<file path="src/hdl/bpa_pkg.sv">
// Package for the bitmap page allocator: mode, status and register codes,
// default sizes and the command/status structs between controller and datapath.
// No dependencies.
package bpa_pkg;

    localparam int PAGE_BITS_DEF = 12;
    localparam int WORD_BITS_DEF = 64;
    localparam int MAX_PAGES_DEF = 4096;

    localparam int ADDR_W  = 48;
    localparam int COUNT_W = 13;
    localparam int CFG_IDX_W = 2;

    localparam logic [2:0] MODE_ALLOC    = 3'd0;
    localparam logic [2:0] MODE_FREE     = 3'd1;
    localparam logic [2:0] MODE_RESERVE  = 3'd2;
    localparam logic [2:0] MODE_QUERY    = 3'd3;
    localparam logic [2:0] MODE_RFREE    = 3'd4;
    localparam logic [2:0] MODE_RRESERVE = 3'd5;

    localparam logic [1:0] ST_OK      = 2'd0;
    localparam logic [1:0] ST_NOMEM   = 2'd1;
    localparam logic [1:0] ST_OUTSIDE = 2'd2;

    localparam logic [CFG_IDX_W-1:0] CFG_BASE  = 2'd0;
    localparam logic [CFG_IDX_W-1:0] CFG_PAGES = 2'd1;

    localparam logic [COUNT_W-1:0] PAGES_RESET = 13'd4096;

    typedef struct packed {
        logic start;
        logic loc;
        logic rd;
        logic ex;
        logic fin;
    } t_cmd;

    typedef struct packed {
        logic mode_alloc;
        logic mode_single;
        logic mode_range;
        logic loc_ok;
        logic count_zero;
        logic range_go;
        logic next_rd;
        logic next_rchk;
        logic out_free;
    } t_stat;

endpackage

</file>
<file path="src/hdl/bpa_ctrl.sv">
// Controller state machine of the page allocator.
// Depends on bpa_pkg (command and status structs).
module bpa_ctrl (
    input  logic           i_clk,
    input  logic           i_rst_n,
    input  logic           i_valid,
    output logic           o_ready,
    input  bpa_pkg::t_stat i_stat,
    output bpa_pkg::t_cmd  o_cmd
);
    localparam logic [2:0] S_IDLE = 3'd0;
    localparam logic [2:0] S_LOC  = 3'd1;
    localparam logic [2:0] S_RCHK = 3'd2;
    localparam logic [2:0] S_RD   = 3'd3;
    localparam logic [2:0] S_EX   = 3'd4;
    localparam logic [2:0] S_FIN  = 3'd5;

    logic [2:0] r_state;
    logic [2:0] n_state;

    always_comb begin
        n_state = r_state;
        o_cmd   = '0;
        case (r_state)
            S_IDLE: begin
                if (i_valid) begin
                    o_cmd.start = 1'b1;
                    n_state     = S_LOC;
                end
            end
            S_LOC: begin
                o_cmd.loc = 1'b1;
                if (i_stat.mode_alloc) begin
                    n_state = i_stat.count_zero ? S_FIN : S_RD;
                end else if (i_stat.mode_single && i_stat.loc_ok) begin
                    n_state = S_RD;
                end else if (i_stat.mode_range && i_stat.loc_ok) begin
                    n_state = S_RCHK;
                end else begin
                    n_state = S_FIN;
                end
            end
            S_RCHK: begin
                n_state = i_stat.range_go ? S_RD : S_FIN;
            end
            S_RD: begin
                o_cmd.rd = 1'b1;
                n_state  = S_EX;
            end
            S_EX: begin
                o_cmd.ex = 1'b1;
                if (i_stat.next_rd) begin
                    n_state = S_RD;
                end else if (i_stat.next_rchk) begin
                    n_state = S_RCHK;
                end else begin
                    n_state = S_FIN;
                end
            end
            S_FIN: begin
                // hold until the output register can take the item
                if (i_stat.out_free) begin
                    o_cmd.fin = 1'b1;
                    n_state   = S_IDLE;
                end
            end
            default: n_state = S_IDLE;
        endcase
    end

    always_ff @(posedge i_clk) begin
        if (!i_rst_n) begin
            r_state <= S_IDLE;
        end else begin
            r_state <= n_state;
        end
    end

    assign o_ready = (r_state == S_IDLE);
endmodule

</file>
<file path="config.mk">
export PLATFORM = sky130hd
export DESIGN_NAME = bpa_ctrl
export DESIGN_NICKNAME = d
export VERILOG_FILES = /design/src/hdl/bpa_pkg.sv /design/src/hdl/bpa_ctrl.sv
export SDC_FILE = /design/constraint.sdc
export NUM_CORES = 1
export LEC_CHECK = 0
export BUFFER_PORTS_ARGS = -buffer_cell sky130_fd_sc_hd__buf_4
export CAP_MARGIN = 20
export CORE_AREA = 2 2 39 41
export CTS_CLUSTER_DIAMETER = 200
export CTS_CLUSTER_SIZE = 25
export DETAILED_ROUTE_END_ITERATION = 7
export DIE_AREA = 0 0 41 43
export GPL_ROUTABILITY_DRIVEN = 1
export PLACE_DENSITY = 0.55
export SLEW_MARGIN = 20
export SYNTH_ARGS = -nofsm -noshare
export SYNTH_HDL_FRONTEND = slang
export SYNTH_SLANG_ARGS = --single-unit
</file>
<file path="constraint.sdc">
create_clock -name i_clk -period 1.4 [get_ports i_clk]
set_input_delay 0.35 -clock i_clk [delete_from_list [all_inputs] [get_ports i_clk]]
set_output_delay 0.35 -clock i_clk [all_outputs]
set_load 0.02 [all_outputs]
</file>
# Word-level counts from Yosys, hierarchy flattened
# Index checks and enable logic that the tools add are counted.
[totals]
regBits = 3
inputBits = 12
wordCells = 29
[op_classes]
n_eq_ne = 7
muxes = 17
n_reduce_logical = 4
[ops]
columns = ["op", "n"]
rows = [
  ["2-to-1 mux 3 bit", 9],
  ["one-hot mux 3 bit (6 select lines)", 1],
  ["2-to-1 mux 1 bit", 7],
  ["equality test 3 x 2 -> 1 bit, second input constant", 2],
  ["equality test 3 bit, second input constant", 2],
  ["!= test 2 bit, second input constant", 2],
  ["equality test 3 x 1 -> 1 bit, second input constant", 1],
  ["logical NOT 3 bit", 1],
  ["logical AND 1 bit", 2],
  ["AND reduction 2 bit", 1],
]

# Logic depth before layout (Yosys ltp)
# Gate-level depths: netlist of run 1.
[depth]
depth_word = 5
mapped_depth = 6
depth_no_buf = 5

# Worst setup path after synthesis of run 1
# No wires, ideal clock.
[synth_timing]
kind = "register to output"
start = "reg r_state[2]"
end = "out o_cmd[4] in the netlist's numbering"
arrival_time_ns = 1.293
t_required_ns = 1.050
setup_slack_ns = -0.243
stages_incl_launch_ff = 4
n_path_buf = 1
path_cell_list = "dfxtp_1 -> buf_4 -> nor3_1 -> and2_1"
[synth_lines]
columns = ["element", "line", "source"]
rows = [
  ["start, declared", "bpa_ctrl.sv:18", "logic [2:0] r_state;"],
  ["start signal, assigned", "bpa_ctrl.sv:75", "r_state <= n_state;"],
  ["end, declared", "bpa_ctrl.sv:9", "output bpa_pkg::t_cmd o_cmd"],
]

==> impl_metrics.json, run 1 <==
{
  "synth_top_cell_by_area": "dfxtp_1",
  "r2r-end": "r_state[2]",
  "top_register": "r_state",
  "powerDensity_nw_per_um2": 1010,
  "worstMarginPinSlew_ps": 253,
  "p_leak_uw": 0.000263,
  "gp_congestion": 0.703,
  "die_h_um": 43,
  "crit_path_end_kind": "output pin",
  "min_period_over_period_pct": 105,
  "io_buffer_count": 17,
  "hpwl_um": 611,
  "syn-mean-instance-area_um2": 7.67,
  "syn-cell-area_um2": 292,
  "reg2reg_depth": 6,
  "clk_pin_slew_ps": 30,
  "cts_sinks": 3,
  "first_pass_iters": 3,
  "worst_ep_arrival_time_ps": 1130,
  "holdWs_ps": 366,
  "max_cap_viol_count": 0,
  "min_path_cells": 2,
  "r2r_start": "r_state[1]",
  "max_freq_ghz": 0.678,
  "power_uw": 547,
  "cts_buffers": 3,
  "critPathMaxFanout": 6,
  "grt_max_degree": 12,
  "start_kind": "flip-flop",
  "mostFrequentLayoutCells": "16 x buf_4, 6 x buf_6, 5 x nor2_1",
  "finalSetupViolCount": 2,
  "drive_gt1_share_pct": 58.1,
  "drtIter0Drc": 5,
  "rsz0062_at_grt": "true",
  "htreeDepth": 1,
  "ys_warn_count": 0,
  "wl_per_cell_um": 9.86,
  "clkLatencyLatePin_ps": 230,
  "final_max_slew_viol_count": 0,
  "synth.distinct_cells": 24,
  "num_vias": 340,
  "final_hold_viol_count": 0,
  "routed_wl_um": 769,
  "cts-root-buf": "clkbuf_4",
  "viasPerCell": 4.36,
  "postSynthCellCount": 38,
  "rows": 14,
  "grt.overflow.total": 0,
  "die_w_um": 41,
  "final_nets": 75,
  "path_class": "flip-flop to output pin",
  "holdCritStartpoint": "i_rst_n",
  "hold-path-endpoint": "r_state[2]",
  "yosysSeqAreaShare_pct": 20.6,
  "grt_pass1_vias": 311,
  "post-place-ws_ps": 113,
  "violations": "negative setup slack",
  "cts_tree": "done",
  "largest_reg_flops": 3,
  "hp-class": "primary input to flip-flop",
  "start_util_pct": 21.1,
  "core_um2": 1380,
  "fin_tns_setup_ps": -79.7,
  "areaGrowthSynthToFinish_pct": 86.3,
  "synthTopCellsByArea": "dfxtp_1 21%, nor2_1 7.7%, mux2i_1 6.9%",
  "drcViolationCount": 0,
  "ff2ff_setup_slack_ps": 100,
  "peakVddDrop_uv": 425,
  "syn_nets": 50,
  "layout_commonest_cell": "buf_4",
  "track_usage_pct": 10.1,
  "dieArea_um2": 1760,
  "worstPathRequired_ps": 1050,
  "final_util_pct": 39.2,
  "grt_pass1_wl_um": 1200,
  "skew_ps": 2.62,
  "largest_registers": "r_state x3",
  "clockBufferDepth": 2,
  "outcome": "complete, but fails checks",
  "grt_antenna_before_repair": 0,
  "antennaDiodeCount": 0,
  "synth_top_area_share_pct": 20.6,
  "slew_headroom_pct": 82.9,
  "io_pins": 18,
  "layout_setup_ws_ps": -75.4,
  "ys_ff_latch": 3,
  "fin_crit_ps": 1480,
  "ant_nets": 0
}
==> worst max-delay path, cell delays in order, from the launching register on <==
cell and delay (ps):
dfxtp_2 340, buf_6 140, nor3_4 160, and2_4 160, buf_6 100
==> power breakdown <==
part / switching [uW] / total, uW / internal [uW] / leakage [uW]
logic: 116 / 270 / 154 / 0.000222
registers: 26.8 / 128 / 101 / 0.0000258
clock network: 42.0 / 149 / 107 / 0.0000150
==> cell type report <==
type | instances | area [um^2]
clock buffer | 4 | 26.3
fill | 150 | 841
inverter | 2 | 7.51
multi-input combinational | 31 | 238
sequential | 3 | 63.8
tap | 16 | 20.0
timing repair buffer | 22 | 188
==> logic make-up (layout without fill, tap and decap cells) <==
kind of cell / after synthesis / in the layout / synth area share, %
and+or+nand+nor: 21 / 21 / 43.8
AOI/OAI and AO/OA: 8 / 8 / 21.9
buffers and inverters: 4 / 28 / 6.87
DFF: 3 / 3 / 20.6
muxes: 2 / 2 / 6.87
==> worst max path at each step <==
stage | start | end | slack [ps]
6_report | r_state[2] | o_cmd[4] | -80
4_1_cts | r_state[2] | o_cmd[4] | -90
3_3_place_gp | r_state[2] | o_cmd[4] | 110
5_1_grt | r_state[2] | o_cmd[4] | -140
3_5_place_dp | r_state[2] | o_cmd[4] | 110
2_1_floorplan | r_state[2] | o_cmd[4] | 60
==> per-stage QoR <==
step	cell area, um^2	std cells
2_1_floorplan	303	38
3_3_place_gp	453	71
3_5_place_dp	453	71
4_1_cts	519	77
5_1_grt	543	78
6_report	543	78
==> synthesized netlist by cell type (all sizes together) <==
| cell | n |
|---|---|
| nor4 | 1 |
| nor2b | 1 |
| o2bb2ai | 1 |
| and2b | 1 |
| nand2 | 2 |
| inv | 2 |
| nor2 | 6 |
| and3b | 1 |
| nand2b | 2 |
| dfxtp | 3 |
| o31a | 1 |
| and2 | 2 |
| and3 | 1 |
| buf | 2 |
| o21ai | 3 |
| mux2i | 2 |
| a2bb2oi | 2 |
| a21boi | 1 |
| nor4bb | 1 |
| nor3 | 2 |
| nand3b | 1 |
==> routing by layer <==
layer  vias up  track usage, %  part of all wire (%)
li1        182               -                     -
met1       148            12.1                    44
met2        10            15.0                    49
met3         0            4.71                   6.8
met4         0            4.00                     0
met5         -               0                     0
==> timing repair <==
action / 4_1_cts / 5_1_grt
hold buffers: 0 / 0
setup endpoints to repair: 6 / 6
setup buffers: 2 / 1
gates resized for setup: 10 / 4
pin swaps: 2 / 1
Power figures use the tool's default switching activity.
==> inputs of run 2 (changes only) <==
SETUP_SLACK_MARGIN = 0.02   (was default)
==> impl_metrics.json, run 2 (synthesis gave the netlist of run 1 again) <==
{
  "max_freq_ghz": 0.678,
  "clkLatencyLatePin_ps": 230,
  "outcome": "complete, but fails checks",
  "grt.overflow.total": 0,
  "worst_ep_arrival_time_ps": 1130,
  "areaGrowthSynthToFinish_pct": 93.6,
  "largest_reg_flops": 3,
  "grt_pass1_wl_um": 1190,
  "cp_cell_sequence": "buf_6, nor3_4, and2_4, buf_6",
  "start_util_pct": 21.1,
  "crit_slowest_cell": "dfxtp_4",
  "antennaDiodeCount": 0,
  "cp_common_cell": "buf_6",
  "critPathMaxFanout": 4,
  "hpwl_um": 611,
  "peakVddDrop_uv": 425,
  "slew_headroom_pct": 84.3,
  "powerDensity_nw_per_um2": 1010,
  "max_cap_viol_count": 0,
  "crit_path_end_kind": "output pin",
  "grt_antenna_before_repair": 0,
  "io_pins": 18,
  "cts_sinks": 3,
  "path_class": "flip-flop to output pin",
  "rsz0062_at_grt": "true",
  "layout_commonest_cell": "buf_4",
  "mostFrequentLayoutCells": "17 x buf_4, 7 x buf_6, 5 x nor2_1, 3 x o21ai_0, 3 x clkbuf_4",
  "clk_pin_slew_ps": 30,
  "top_register": "r_state",
  "drcViolationCount": 0,
  "critPathMaxStageDelay_ps": 350,
  "die_h_um": 43,
  "ant_nets": 0,
  "final_hold_viol_count": 0,
  "track_usage_pct": 10.0,
  "gp_congestion": 0.703,
  "grt_max_degree": 12,
  "start_kind": "flip-flop",
  "io_buffer_count": 17,
  "postPlaceCellArea_um2": 453,
  "critical_path.top_delay_family": "flip-flops",
  "critPathBufInv": 2,
  "final_nets": 77,
  "worstPathRequired_ps": 1050,
  "fill_cells": 146,
  "layout_setup_ws_ps": -76.0,
  "viasPerCell": 4.38,
  "power_uw": 570,
  "routed_wl_um": 780,
  "finalSetupViolCount": 3,
  "hp-class": "primary input to flip-flop",
  "design_area_um2": 564,
  "core_um2": 1380,
  "htreeDepth": 1,
  "drtIter0Drc": 5,
  "clockBufferDepth": 2,
  "first_pass_iters": 3,
  "largest_registers": "r_state x3",
  "cts_tree": "done",
  "die_w_um": 41,
  "wl_per_cell_um": 9.75,
  "dieArea_um2": 1760,
  "cts_buffers": 3,
  "cts-root-buf": "clkbuf_4",
  "violations": "negative setup slack",
  "fin_crit_ps": 1480,
  "rows": 14,
  "drive_gt1_share_pct": 59.4,
  "min_period_over_period_pct": 105,
  "skew_ps": 2.56,
  "grt_pass1_vias": 316,
  "p_leak_uw": 0.000274,
  "worstMarginPinSlew_ps": 233,
  "num_vias": 350,
  "final_max_slew_viol_count": 0
}
[run 2: per-stage QoR]
stage	instances	TNS, ps	hold slack (ps)	util [%]	setup WS (ps)
2_1_floorplan	38	0	478	-	58.6
3_3_place_gp	71	0	606	32.7	109
3_5_place_dp	71	0	603	32.7	113
4_1_cts	78	-179	361	38.3	-86.6
5_1_grt	80	-395	370	40.8	-125
6_report	80	-125	366	40.8	-76.0
[run 2: path summary, 6_finish.rpt]
kind / start / end / slack (ps) / cells after the start
setup / recovery: r_state[2] / o_cmd[4] / -80 / 4
hold reg to reg: r_state[0] / r_state[0] / 630 / 2
hold / removal: i_rst_n / r_state[2] / 370 / 2
setup reg to reg: r_state[1] / r_state[2] / 100 / 6
[run 2: worst reg2reg max path: cells and delay by family, from the launching register on]
family / cells / cell delay (ps)
flip-flops: 1 / 340
AND/OR/NAND/NOR: 3 / 320
buffers and inverters: 2 / 250
AO/OA/AOI/OAI: 1 / 270
[run 2: repair_timing]
item | 4_1_cts | 5_1_grt
endpoints found under the setup margin | 6 | 6
setup buffers | 3 | 2
resized for setup | 11 | 5
hold buffers | 0 | 0
pin swaps | 2 | 0
[run 2: area by class of cell]
| cell class | count | area (um^2) | area share (%) |
|---|---|---|---|
| well taps | 16 | 20.0 | 3.55 |
| inverters | 2 | 7.51 | 1.33 |
| multi-input cells | 31 | 238 | 42.1 |
| repair buffers | 24 | 206 | 36.6 |
| clock buffers | 4 | 26.3 | 4.66 |
| flip-flops and latches | 3 | 66.3 | 11.8 |
[run 2: report_power, final]
part | leakage [uW] | internal, uW | switching [uW]
logic | 0.000233 | 173 | 121
clock network | 0.0000150 | 107 | 42.0
registers | 0.0000261 | 101 | 26.8
total | 0.000274 | 381 | 190
[run 2: routing by layer]
metal	global-route usage, %	wire (um)	share of wire, %	up-vias
met5	0	0	0	-
met4	4.00	0	0	0
met3	4.71	50	6.4	0
met2	15.0	386	49	10
met1	11.8	343	44	153
li1	-	-	-	187
==> inputs of run 3 (changes only) <==
MAX_ROUTING_LAYER = met4   (was default)
==> impl_metrics.json, run 3 (synthesis gave the netlist of run 1 again) <==
{
  "min_period_over_period_pct": 105,
  "post-place-ws_ps": 113,
  "design_area_um2": 564,
  "skew_ps": 2.56,
  "hp-class": "primary input to flip-flop",
  "p_seq_share_pct": 22.4,
  "grt_pass1_vias": 313,
  "cts_tree": "done",
  "cts_buffers": 3,
  "dieArea_um2": 1760,
  "htreeDepth": 1,
  "track_usage_pct": 10.3,
  "core_um2": 1380,
  "top_register": "r_state",
  "max_freq_ghz": 0.678,
  "layout_setup_ws_ps": -75.6,
  "path_class": "flip-flop to output pin",
  "final_max_slew_viol_count": 0,
  "worstPathRequired_ps": 1050,
  "first_pass_iters": 4,
  "switching_share_pct": 33.3,
  "drcViolationCount": 0,
  "largest_reg_flops": 3,
  "clockBufferDepth": 2,
  "viasPerCell": 4.44,
  "start_kind": "flip-flop",
  "clock_power_share_pct": 26.0,
  "p_leak_uw": 0.000274,
  "largest_registers": "r_state x3",
  "ant_nets": 0,
  "combPwrFrac_pct": 51.6,
  "fin_crit_ps": 1480,
  "start_util_pct": 21.1,
  "max_cap_viol_count": 0,
  "drive_gt1_share_pct": 59.4,
  "p_sw_uw": 190,
  "powerDensity_nw_per_um2": 1010,
  "die_w_um": 41,
  "io_pins": 18,
  "violations": "negative setup slack",
  "worstMarginPinSlew_ps": 233,
  "die_h_um": 43,
  "slew_headroom_pct": 84.3,
  "mostFrequentLayoutCells": "17 x buf_4, 7 x buf_6, 5 x nor2_1, 3 x o21ai_0, 3 x clkbuf_4",
  "worst_ep_arrival_time_ps": 1130,
  "final_util_pct": 40.8,
  "io_buffer_count": 17,
  "peakVddDrop_uv": 426,
  "final_nets": 77,
  "grt.overflow.total": 0,
  "internal_power_uw": 381,
  "cts_sinks": 3,
  "clk_pin_slew_ps": 30,
  "rsz0062_at_grt": "true",
  "crit_path_end_kind": "output pin",
  "critPathMaxStageDelay_ps": 350,
  "cts-root-buf": "clkbuf_4",
  "areaGrowthSynthToFinish_pct": 93.6,
  "grt_pass1_wl_um": 1190,
  "hpwl_um": 611,
  "drtIter0Drc": 5,
  "num_vias": 355,
  "cp_cell_sequence": "buf_6, nor3_4, and2_4, buf_6",
  "final_hold_viol_count": 0,
  "outcome": "complete, but fails checks",
  "gp_congestion": 0.711,
  "critPathMaxFanout": 4,
  "ff2ff_setup_slack_ps": 100,
  "routed_wl_um": 775,
  "cp_common_cell": "buf_6",
  "rows": 14,
  "finalSetupViolCount": 3,
  "crit_slowest_cell": "dfxtp_4",
  "clkLatencyLatePin_ps": 230,
  "wl_per_cell_um": 9.69,
  "layout_commonest_cell": "buf_4",
  "postPlaceCellArea_um2": 453,
  "grt_antenna_before_repair": 0,
  "grt_max_degree": 12,
  "fin_tns_setup_ps": -124,
  "antennaDiodeCount": 0
}
-- run 3: cell type report --
type                    instances  area, um^2
fillers                       146         820
repair buffers                 24         206
inverters                       2        7.51
flip-flops and latches          3        66.3
multi-input cells              31         238
clock buffers                   4        26.3
well taps                      16        20.0
-- run 3: timing repair --
| item | 4_1_cts | 5_1_grt |
|---|---|---|
| setup buffers | 3 | 2 |
| pin swaps | 2 | 0 |
| gates resized for setup | 11 | 5 |
| endpoints found under the setup margin | 6 | 6 |
| endpoints found under the hold margin | 0 | 0 |
| hold buffers | 0 | 0 |
-- run 3: worst max-delay path: cells and delay by family, from the launching register on --
family                 cells  cell delay (ps)
flip-flops                 1              350
AND/OR/NAND/NOR            2              320
buffers and inverters      2              230
-- run 3: power groups by stage --
stage          Sequential, uW  Clock [uW]  Combinational (uW)
5_1_grt                   131         165                 318
4_1_cts                   124         157                 278
3_3_place_gp              121           0                 227
6_report                  128         149                 294
3_5_place_dp              122           0                 227
2_1_floorplan             106           0                 157
-- run 3: layer usage --
metal  wire [um]  part of all wire (%)  GRT usage [%]  up-vias
met2         385                    50           15.0       10
met3          50                   6.5           4.71        0
li1            -                     -              -      189
met1         338                    44           11.8      156
met4           0                     0           4.00        0
met5           0                     0              -        -
-- run 3: through the flow --
step | hold WS (ps) | total power [uW] | cells
after floorplan | 478 | 264 | 38
after global placement | 606 | 348 | 71
after detailed placement | 603 | 349 | 71
after CTS | 361 | 559 | 78
after global routing | 370 | 614 | 80
final | 366 | 571 | 80
-- run 3: path summary, 6_finish.rpt --
path,start,to,cells past startpoint
setup / recovery,r_state[2],o_cmd[4],4
hold / removal,i_rst_n,r_state[2],2
setup reg to reg,r_state[1],r_state[2],6
hold reg to reg,r_state[0],r_state[0],2
